## src/rtl/sync_frame_parser_macros.svh

```systemverilog
// Assertion macros for the sync frame parser.
// Used by sync_frame_parser.sv; each macro expects clk and rst_n in scope.
`ifndef SYNC_FRAME_PARSER_MACROS_SVH
`define SYNC_FRAME_PARSER_MACROS_SVH

// Same-cycle implication, disabled while reset is asserted.
`define SFP_ASSERT_NOW(lbl, ante, cons, msg) \
  lbl: assert property (@(posedge clk) disable iff (!rst_n) (ante) |-> (cons)) \
    else $error(msg);

// Next-cycle implication, disabled while reset is asserted.
`define SFP_ASSERT_NEXT(lbl, ante, cons, msg) \
  lbl: assert property (@(posedge clk) disable iff (!rst_n) (ante) |=> (cons)) \
    else $error(msg);

`endif

```

## src/rtl/sfp_pkg.sv

```systemverilog
// Shared types and constants for the sync frame parser.
// No dependencies; used by sync_frame_parser.sv.
package sfp_pkg;

  localparam int unsigned ByteW   = 8;
  localparam int unsigned LenW    = 16;
  localparam int unsigned StatusW = 2;
  localparam int unsigned CfgIdxW = 2;
  localparam int unsigned CfgW    = 16;

  typedef enum logic [2:0] {
    PH_IDLE  = 3'd0,
    PH_SYNC2 = 3'd1,
    PH_CMD   = 3'd2,
    PH_LENH  = 3'd3,
    PH_LENL  = 3'd4,
    PH_DATA  = 3'd5,
    PH_CHECK = 3'd6
  } phase_t;

  typedef enum logic [StatusW-1:0] {
    STATUS_NONE = 2'd0,
    STATUS_GOOD = 2'd1,
    STATUS_BAD  = 2'd2
  } status_t;

  localparam logic [CfgIdxW-1:0] CFG_SYNC_FIRST  = 2'd0;
  localparam logic [CfgIdxW-1:0] CFG_SYNC_SECOND = 2'd1;
  localparam logic [CfgIdxW-1:0] CFG_MAX_LENGTH  = 2'd2;

  localparam logic [ByteW-1:0] SYNC_FIRST_RST  = 8'hAA;
  localparam logic [ByteW-1:0] SYNC_SECOND_RST = 8'h55;
  localparam logic [LenW-1:0]  MAX_LENGTH_RST  = 16'd256;

endpackage

```

## src/rtl/sync_frame_parser.sv

```systemverilog
// A result is registered and appears in the cycle after its byte is accepted.
// Throughput: one byte per cycle; the phase register and the result register
// update together, and a new byte is taken whenever the result register is
// empty or is being read in the same cycle.
// Reset (synchronous, active low) returns to hunting the first sync byte and
// restores the configuration registers to their defaults.
// Top level of the sync frame parser: header hunt, length check and XOR check.
// Depends on sfp_pkg.sv and sync_frame_parser_macros.svh.
`include "sync_frame_parser_macros.svh"

module sync_frame_parser (
  input  logic                          clk,
  input  logic                          rst_n,
  input  logic                          cfg_we,
  input  logic [sfp_pkg::CfgIdxW-1:0]   cfg_index,
  input  logic [sfp_pkg::CfgW-1:0]      cfg_wdata,
  input  logic                          in_valid,
  output logic                          in_ready,
  input  logic [sfp_pkg::ByteW-1:0]     in_data_byte,
  output logic                          out_valid,
  input  logic                          out_ready,
  output logic [sfp_pkg::StatusW-1:0]   out_frame_status,
  output logic [sfp_pkg::ByteW-1:0]     out_command,
  output logic [sfp_pkg::LenW-1:0]      out_length,
  output logic                          out_payload_valid,
  output logic [sfp_pkg::ByteW-1:0]     out_payload_byte,
  output logic [sfp_pkg::LenW-1:0]      out_payload_index,
  output logic [sfp_pkg::ByteW-1:0]     out_received_check
);

  logic [sfp_pkg::ByteW-1:0] sync_first_r;
  logic [sfp_pkg::ByteW-1:0] sync_second_r;
  logic [sfp_pkg::LenW-1:0]  max_length_r;

  sfp_pkg::phase_t           phase_r, phase_nxt;
  logic [sfp_pkg::ByteW-1:0] command_r, command_nxt;
  logic [sfp_pkg::LenW-1:0]  length_r, length_nxt;
  logic [sfp_pkg::LenW-1:0]  count_r, count_nxt;
  logic [sfp_pkg::ByteW-1:0] xor_r, xor_nxt;

  logic                        out_valid_r;
  sfp_pkg::status_t            status_r, status_nxt;
  logic                        pvalid_r, pvalid_nxt;
  logic [sfp_pkg::ByteW-1:0]   pbyte_r, pbyte_nxt;
  logic [sfp_pkg::LenW-1:0]    pindex_r, pindex_nxt;
  logic [sfp_pkg::ByteW-1:0]   rcheck_r, rcheck_nxt;

  logic                        in_fire;
  logic [sfp_pkg::LenW-1:0]    full_length;
  logic [sfp_pkg::LenW-1:0]    count_inc;

  assign in_ready    = !out_valid_r || out_ready;
  assign in_fire     = in_valid && in_ready;
  assign full_length = {length_r[sfp_pkg::LenW-1:sfp_pkg::ByteW], in_data_byte};
  assign count_inc   = count_r + 16'd1;

  always_ff @(posedge clk) begin
    if (!rst_n) begin
      sync_first_r  <= sfp_pkg::SYNC_FIRST_RST;
      sync_second_r <= sfp_pkg::SYNC_SECOND_RST;
      max_length_r  <= sfp_pkg::MAX_LENGTH_RST;
    end else if (cfg_we) begin
      unique case (cfg_index)
        sfp_pkg::CFG_SYNC_FIRST:  sync_first_r  <= cfg_wdata[sfp_pkg::ByteW-1:0];
        sfp_pkg::CFG_SYNC_SECOND: sync_second_r <= cfg_wdata[sfp_pkg::ByteW-1:0];
        sfp_pkg::CFG_MAX_LENGTH:  max_length_r  <= cfg_wdata;
        default: ;
      endcase
    end
  end

  // Next phase.
  always_comb begin
    phase_nxt = sfp_pkg::PH_IDLE;
    unique case (phase_r)
      sfp_pkg::PH_SYNC2: begin
        phase_nxt = (in_data_byte == sync_second_r) ? sfp_pkg::PH_CMD : sfp_pkg::PH_IDLE;
      end
      sfp_pkg::PH_CMD:  phase_nxt = sfp_pkg::PH_LENH;
      sfp_pkg::PH_LENH: phase_nxt = sfp_pkg::PH_LENL;
      sfp_pkg::PH_LENL: begin
        priority if (full_length > max_length_r) begin
          phase_nxt = sfp_pkg::PH_IDLE;
        end else if (full_length == '0) begin
          phase_nxt = sfp_pkg::PH_CHECK;
        end else begin
          phase_nxt = sfp_pkg::PH_DATA;
        end
      end
      sfp_pkg::PH_DATA: begin
        phase_nxt = (count_inc >= length_r) ? sfp_pkg::PH_CHECK : sfp_pkg::PH_DATA;
      end
      sfp_pkg::PH_CHECK: phase_nxt = sfp_pkg::PH_IDLE;
      default: begin
        phase_nxt = (in_data_byte == sync_first_r) ? sfp_pkg::PH_SYNC2 : sfp_pkg::PH_IDLE;
      end
    endcase
  end

  // Frame state and result values.
  always_comb begin
    command_nxt = command_r;
    length_nxt  = length_r;
    count_nxt   = count_r;
    xor_nxt     = xor_r;
    status_nxt  = sfp_pkg::STATUS_NONE;
    pvalid_nxt  = 1'b0;
    pbyte_nxt   = '0;
    pindex_nxt  = '0;
    rcheck_nxt  = '0;
    unique case (phase_r)
      sfp_pkg::PH_CMD: begin
        command_nxt = in_data_byte;
        xor_nxt     = in_data_byte;
      end
      sfp_pkg::PH_LENH: begin
        length_nxt = {in_data_byte, 8'h00};
        xor_nxt    = xor_r ^ in_data_byte;
      end
      sfp_pkg::PH_LENL: begin
        length_nxt = full_length;
        xor_nxt    = xor_r ^ in_data_byte;
        count_nxt  = '0;
      end
      sfp_pkg::PH_DATA: begin
        pvalid_nxt = 1'b1;
        pbyte_nxt  = in_data_byte;
        pindex_nxt = count_r;
        xor_nxt    = xor_r ^ in_data_byte;
        count_nxt  = count_inc;
      end
      sfp_pkg::PH_CHECK: begin
        rcheck_nxt = in_data_byte;
        status_nxt = (in_data_byte == xor_r) ? sfp_pkg::STATUS_GOOD : sfp_pkg::STATUS_BAD;
      end
      default: ;
    endcase
  end

  always_ff @(posedge clk) begin
    if (!rst_n) begin
      phase_r     <= sfp_pkg::PH_IDLE;
      command_r   <= '0;
      length_r    <= '0;
      count_r     <= '0;
      xor_r       <= '0;
      out_valid_r <= 1'b0;
    end else begin
      if (in_fire) begin
        phase_r   <= phase_nxt;
        command_r <= command_nxt;
        length_r  <= length_nxt;
        count_r   <= count_nxt;
        xor_r     <= xor_nxt;
      end
      if (in_fire) begin
        out_valid_r <= 1'b1;
      end else if (out_ready) begin
        out_valid_r <= 1'b0;
      end
    end
  end

  always_ff @(posedge clk) begin
    if (in_fire) begin
      status_r <= status_nxt;
      pvalid_r <= pvalid_nxt;
      pbyte_r  <= pbyte_nxt;
      pindex_r <= pindex_nxt;
      rcheck_r <= rcheck_nxt;
    end
  end

  assign out_valid          = out_valid_r;
  assign out_frame_status   = status_r;
  assign out_command        = command_r;
  assign out_length         = length_r;
  assign out_payload_valid  = pvalid_r;
  assign out_payload_byte   = pbyte_r;
  assign out_payload_index  = pindex_r;
  assign out_received_check = rcheck_r;

  `SFP_ASSERT_NEXT(a_fire_gives_result, in_fire, out_valid_r, "Accepted byte produced no result.")
  `SFP_ASSERT_NOW(a_payload_no_status, out_valid_r && pvalid_r,
    status_r == sfp_pkg::STATUS_NONE, "Payload result carries a frame status.")
  `SFP_ASSERT_NOW(a_status_ends_frame, out_valid_r && (status_r != sfp_pkg::STATUS_NONE),
    phase_r == sfp_pkg::PH_IDLE, "Checksum result without return to idle.")
  `SFP_ASSERT_NOW(a_count_in_range, phase_r == sfp_pkg::PH_DATA,
    count_r < length_r, "Payload count reached the frame length inside the payload.")
  `SFP_ASSERT_NOW(a_payload_phase, out_valid_r && pvalid_r,
    (phase_r == sfp_pkg::PH_DATA) || (phase_r == sfp_pkg::PH_CHECK),
    "Payload result outside the payload phase.")

endmodule

```

## config.mk

```make
export PLATFORM = sky130hd
export DESIGN_NAME = sync_frame_parser
export DESIGN_NICKNAME = d
export VERILOG_FILES = /design/src/rtl/sfp_pkg.sv /design/src/rtl/sync_frame_parser.sv
export VERILOG_INCLUDE_DIRS = /design/src /design/src/rtl
export SDC_FILE = /design/constraint.sdc
export NUM_CORES = 1
export LEC_CHECK = 0
export BUFFER_PORTS_ARGS = -buffer_cell sky130_fd_sc_hd__clkbuf_2
export CAP_MARGIN = 25
export CORE_UTILIZATION = 50
export CTS_CLUSTER_DIAMETER = 80
export CTS_CLUSTER_SIZE = 28
export DETAILED_ROUTE_END_ITERATION = 7
export MAX_ROUTING_LAYER = met4
export PLACE_DENSITY_LB_ADDON = 0.3
export SETUP_SLACK_MARGIN = 0.02
export SLEW_MARGIN = 20
export SYNTH_ARGS = -nofsm -noshare
export SYNTH_HDL_FRONTEND = slang
export SYNTH_SLANG_ARGS = --single-unit
```

## constraint.sdc

```tcl
create_clock -name clk -period 2.55 [get_ports clk]
set_input_delay 0.255 -clock clk [delete_from_list [all_inputs] [get_ports clk]]
set_output_delay 0.255 -clock clk [all_outputs]
set_load 0.02 [all_outputs]
```

==> impl_metrics.env <==
export IMPL_status="complete, but fails checks"
export IMPL_failed_checks="setup timing"
export IMPL_max_cap_violations=0
export IMPL_synth_area_per_cell_um2=9.20
export IMPL_cts_path_max_buffers=2
export IMPL_antennaDiodeCount=0
export IMPL_synth_flop_cell="dfxtp_1"
export IMPL_worstPathRequired_ns=2.90
export IMPL_post_route_cells_drive_above_1_share_pct=22.6
export IMPL_pre_cts_slack_ns=-0.111
export IMPL_synth_cell_types=61
export IMPL_fin_cells=974
export IMPL_viasPerCell=5.54
export IMPL_setup_slack_ns=-0.0751
export IMPL_die_area_um2=13000
export IMPL_yosysTopAreaCellShare_pct=26.8
export IMPL_critPathSlowestCell="or3_4"
export IMPL_cp_max_fo=4
export IMPL_synth_fp_nets=747
export IMPL_hold_viol_final=0
export IMPL_nNetsFinal=857
export IMPL_async_reset_ff_share_pct=0
export IMPL_synth_area_leader_cell="dfxtp_1"
export IMPL_cts_max_level=4
export IMPL_hp_class="input port to register"
export IMPL_worst_pin_slew_ns=0.746
export IMPL_crit_start="count_r[0]"
export IMPL_cp_slowest_stage_delay_ns=0.42
export IMPL_vias=5396
export IMPL_cts_tree="done"
export IMPL_cp_end_kind="register"
export IMPL_netlist_area_um2=6280
export IMPL_hold_start="cfg_wdata[15]"
export IMPL_finalClockSkew_ns=0.00853
export IMPL_p_leak_nw=3.21
export IMPL_synth_warnings=0
export IMPL_die_w_um=114
export IMPL_die_h_um=114
export IMPL_slew_headroom_pct=50.1
export IMPL_final_max_slew_viol_count=0
export IMPL_grt_util_all_layers_pct=25.8
export IMPL_fin_crit_ns=2.63
export IMPL_path_buf_inv=0
export IMPL_io_pins=92
export IMPL_antenna_found_initial=0
export IMPL_grt_pass1_vias=5253
export IMPL_place_hpwl_mm=10.9
export IMPL_timing_rr_start="count_r[0]"
export IMPL_drt_wl_total_mm=15.4
export IMPL_met1_usage_pct=31.6
export IMPL_synthCells=683
export IMPL_start_util_pct=51.9
export IMPL_drc_errors=0
export IMPL_worstSetupPathType="register to register"
export IMPL_yosys_top_cells_area="dfxtp_1 (27%), edfxtp_1 (17%), ha_1 (6.6%)"
export IMPL_setup_viol=1
export IMPL_wl_per_cell_um=15.8
export IMPL_busiest_layer="met2"
export IMPL_use_met2_pct=40.9
export IMPL_drt_iter0_markers=411
export IMPL_grt_pass1_wl_mm=25.3
export IMPL_postRouteAntennaNets=0
export IMPL_ctsRootBufferMaster="clkbuf_16"
export IMPL_synth_seq_cells=119
export IMPL_cts_sinks=119
export IMPL_dp_cells=940
export IMPL_drtPass1Iterations=5
export IMPL_seqCellArea_um2=2750
export IMPL_crit_chain="ha_4, nand3_4, or3_4, nor2_4, xor2_2, ha_4, a21o_1, o21ai_1, and3_1, o2111ai_1, a21o_1, a41oi_2"
export IMPL_multiInputGateArea_um2=3320
export IMPL_synth_seq_area_share_pct=43.5
export IMPL_overflow=0
export IMPL_cts_inserted_buffers=17
export IMPL_vdd_drop_max_mv=0.412
export IMPL_core_area_um2=12100
export IMPL_fmax_ghz=0.381
export IMPL_grt_util_met3_pct=6.83
export IMPL_syn_to_final_growth_pct=21.4
export IMPL_holdWs_ns=0.0604
export IMPL_insertion_delay_ns=0.42
export IMPL_io_buffers=91
export IMPL_rows=40
export IMPL_cp_top_family="simple AND/OR/NAND/NOR gates"
export IMPL_nFillCells=1055
export IMPL_powerDensity_nw_per_um2=564
export IMPL_place_congestion=0.924
export IMPL_rsz0062_at_grt="true"
export IMPL_worst_setup_path_start_kind="register"
export IMPL_finalCritPeriodShare_pct=103
export IMPL_arrival_ns=2.98
export IMPL_finalCoreUtilization_pct=63.0
export IMPL_clk_pin_slew_ns=0.05
export IMPL_synth_edf_count=35
export IMPL_cts_hold_buf=0
export IMPL_layout_common_cells="nand2_1 (91), clkbuf_2 (91), dfxtp_1 (77)"
export IMPL_grt_max_degree=56
export IMPL_fin_total_pwr_mw=4.30
[power by group]
group          leakage (nW)  internal (mW)  switching, mW
Clock                 0.239           1.22          0.787
Sequential             1.04           1.99         0.0170
Combinational          1.93          0.107          0.185
[cells by family after synthesis]
| kind of cell | share of synthesized area, % |
|---|---|
| mux | 2.39 |
| xor+xnor | 5.42 |
| fa+ha+maj | 6.57 |
| compound gates | 14.4 |
| flops | 43.5 |
| simple gates | 23.1 |
| buf+inv | 4.68 |
[routing by layer]
layer	vias up	part of all wire [%]
li1	2607	-
met1	2575	45
met2	185	48
met3	29	6.0
met4	0	1.8
met5	-	0
[cells in the mapped netlist, types with 4 or more instances]
master / count
xnor2_1: 11
o21ai_0: 31
a21oi_1: 23
inv_1: 35
o21a_1: 5
mux2i_1: 15
nand4_1: 6
nor2_1: 15
a22oi_1: 20
a21o_1: 6
and2_1: 10
nand2b_1: 6
clkbuf_1: 29
a21boi_0: 32
and3_1: 30
nor4_1: 10
nor2b_1: 40
edfxtp_1: 35
xor2_1: 26
nand3_1: 21
ha_1: 33
nand2_1: 92
dfxtp_1: 84
buf_2: 4
nor3_1: 11
[worst paths after layout]
check,slack [ns],to,depth (start not counted)
worst max-delay path,-0.08,phase_r[0],12
worst min-delay path,0.06,max_length_r[15],3
worst max register to register,-0.08,phase_r[0],12
worst min register to register,0.46,max_length_r[14],2
[through the flow]
step / setup TNS (ns) / area (um2)
CTS: -0.0677 / 7590
global placement: -0.0110 / 7070
floorplan: 0 / 6300
finish: -0.0751 / 7630
global route: -0.239 / 7630
detailed placement: -0.178 / 7070
[final cells by class]
type,count,share of cell area [%]
inverter,36,1.77
multi-input combinational,491,43.5
clock inverter,7,0.410
clock buffer,25,5.97
sequential,119,36.0
timing repair buffer,128,9.61
tap,168,2.76
[flip-flops by register name, summed over array words and instances, names as in the netlist, 2 cells and up]
| name | cells |
|---|---|
| out_length | 16 |
| out_command | 8 |
| count_r | 16 |
| out_received_check | 8 |
| out_frame_status | 2 |
| out_payload_byte | 8 |
| sync_second_r | 8 |
| max_length_r | 16 |
| out_payload_index | 16 |
| xor_r | 8 |
| phase_r | 3 |
| sync_first_r | 8 |
[timing repair]
item / in CTS / in global routing
setup buffers: 2 / 0
endpoints found under the hold margin: 0 / 0
resized for setup: 6 / 11
endpoints found under the setup margin: 2 / 2
pin swaps: 8 / 7
[worst min-delay path: stages]
cell      delay (ns)
clkbuf_2        0.08
nand2_1         0.04
a21boi_0        0.06
Power figures use the tool's default switching activity.
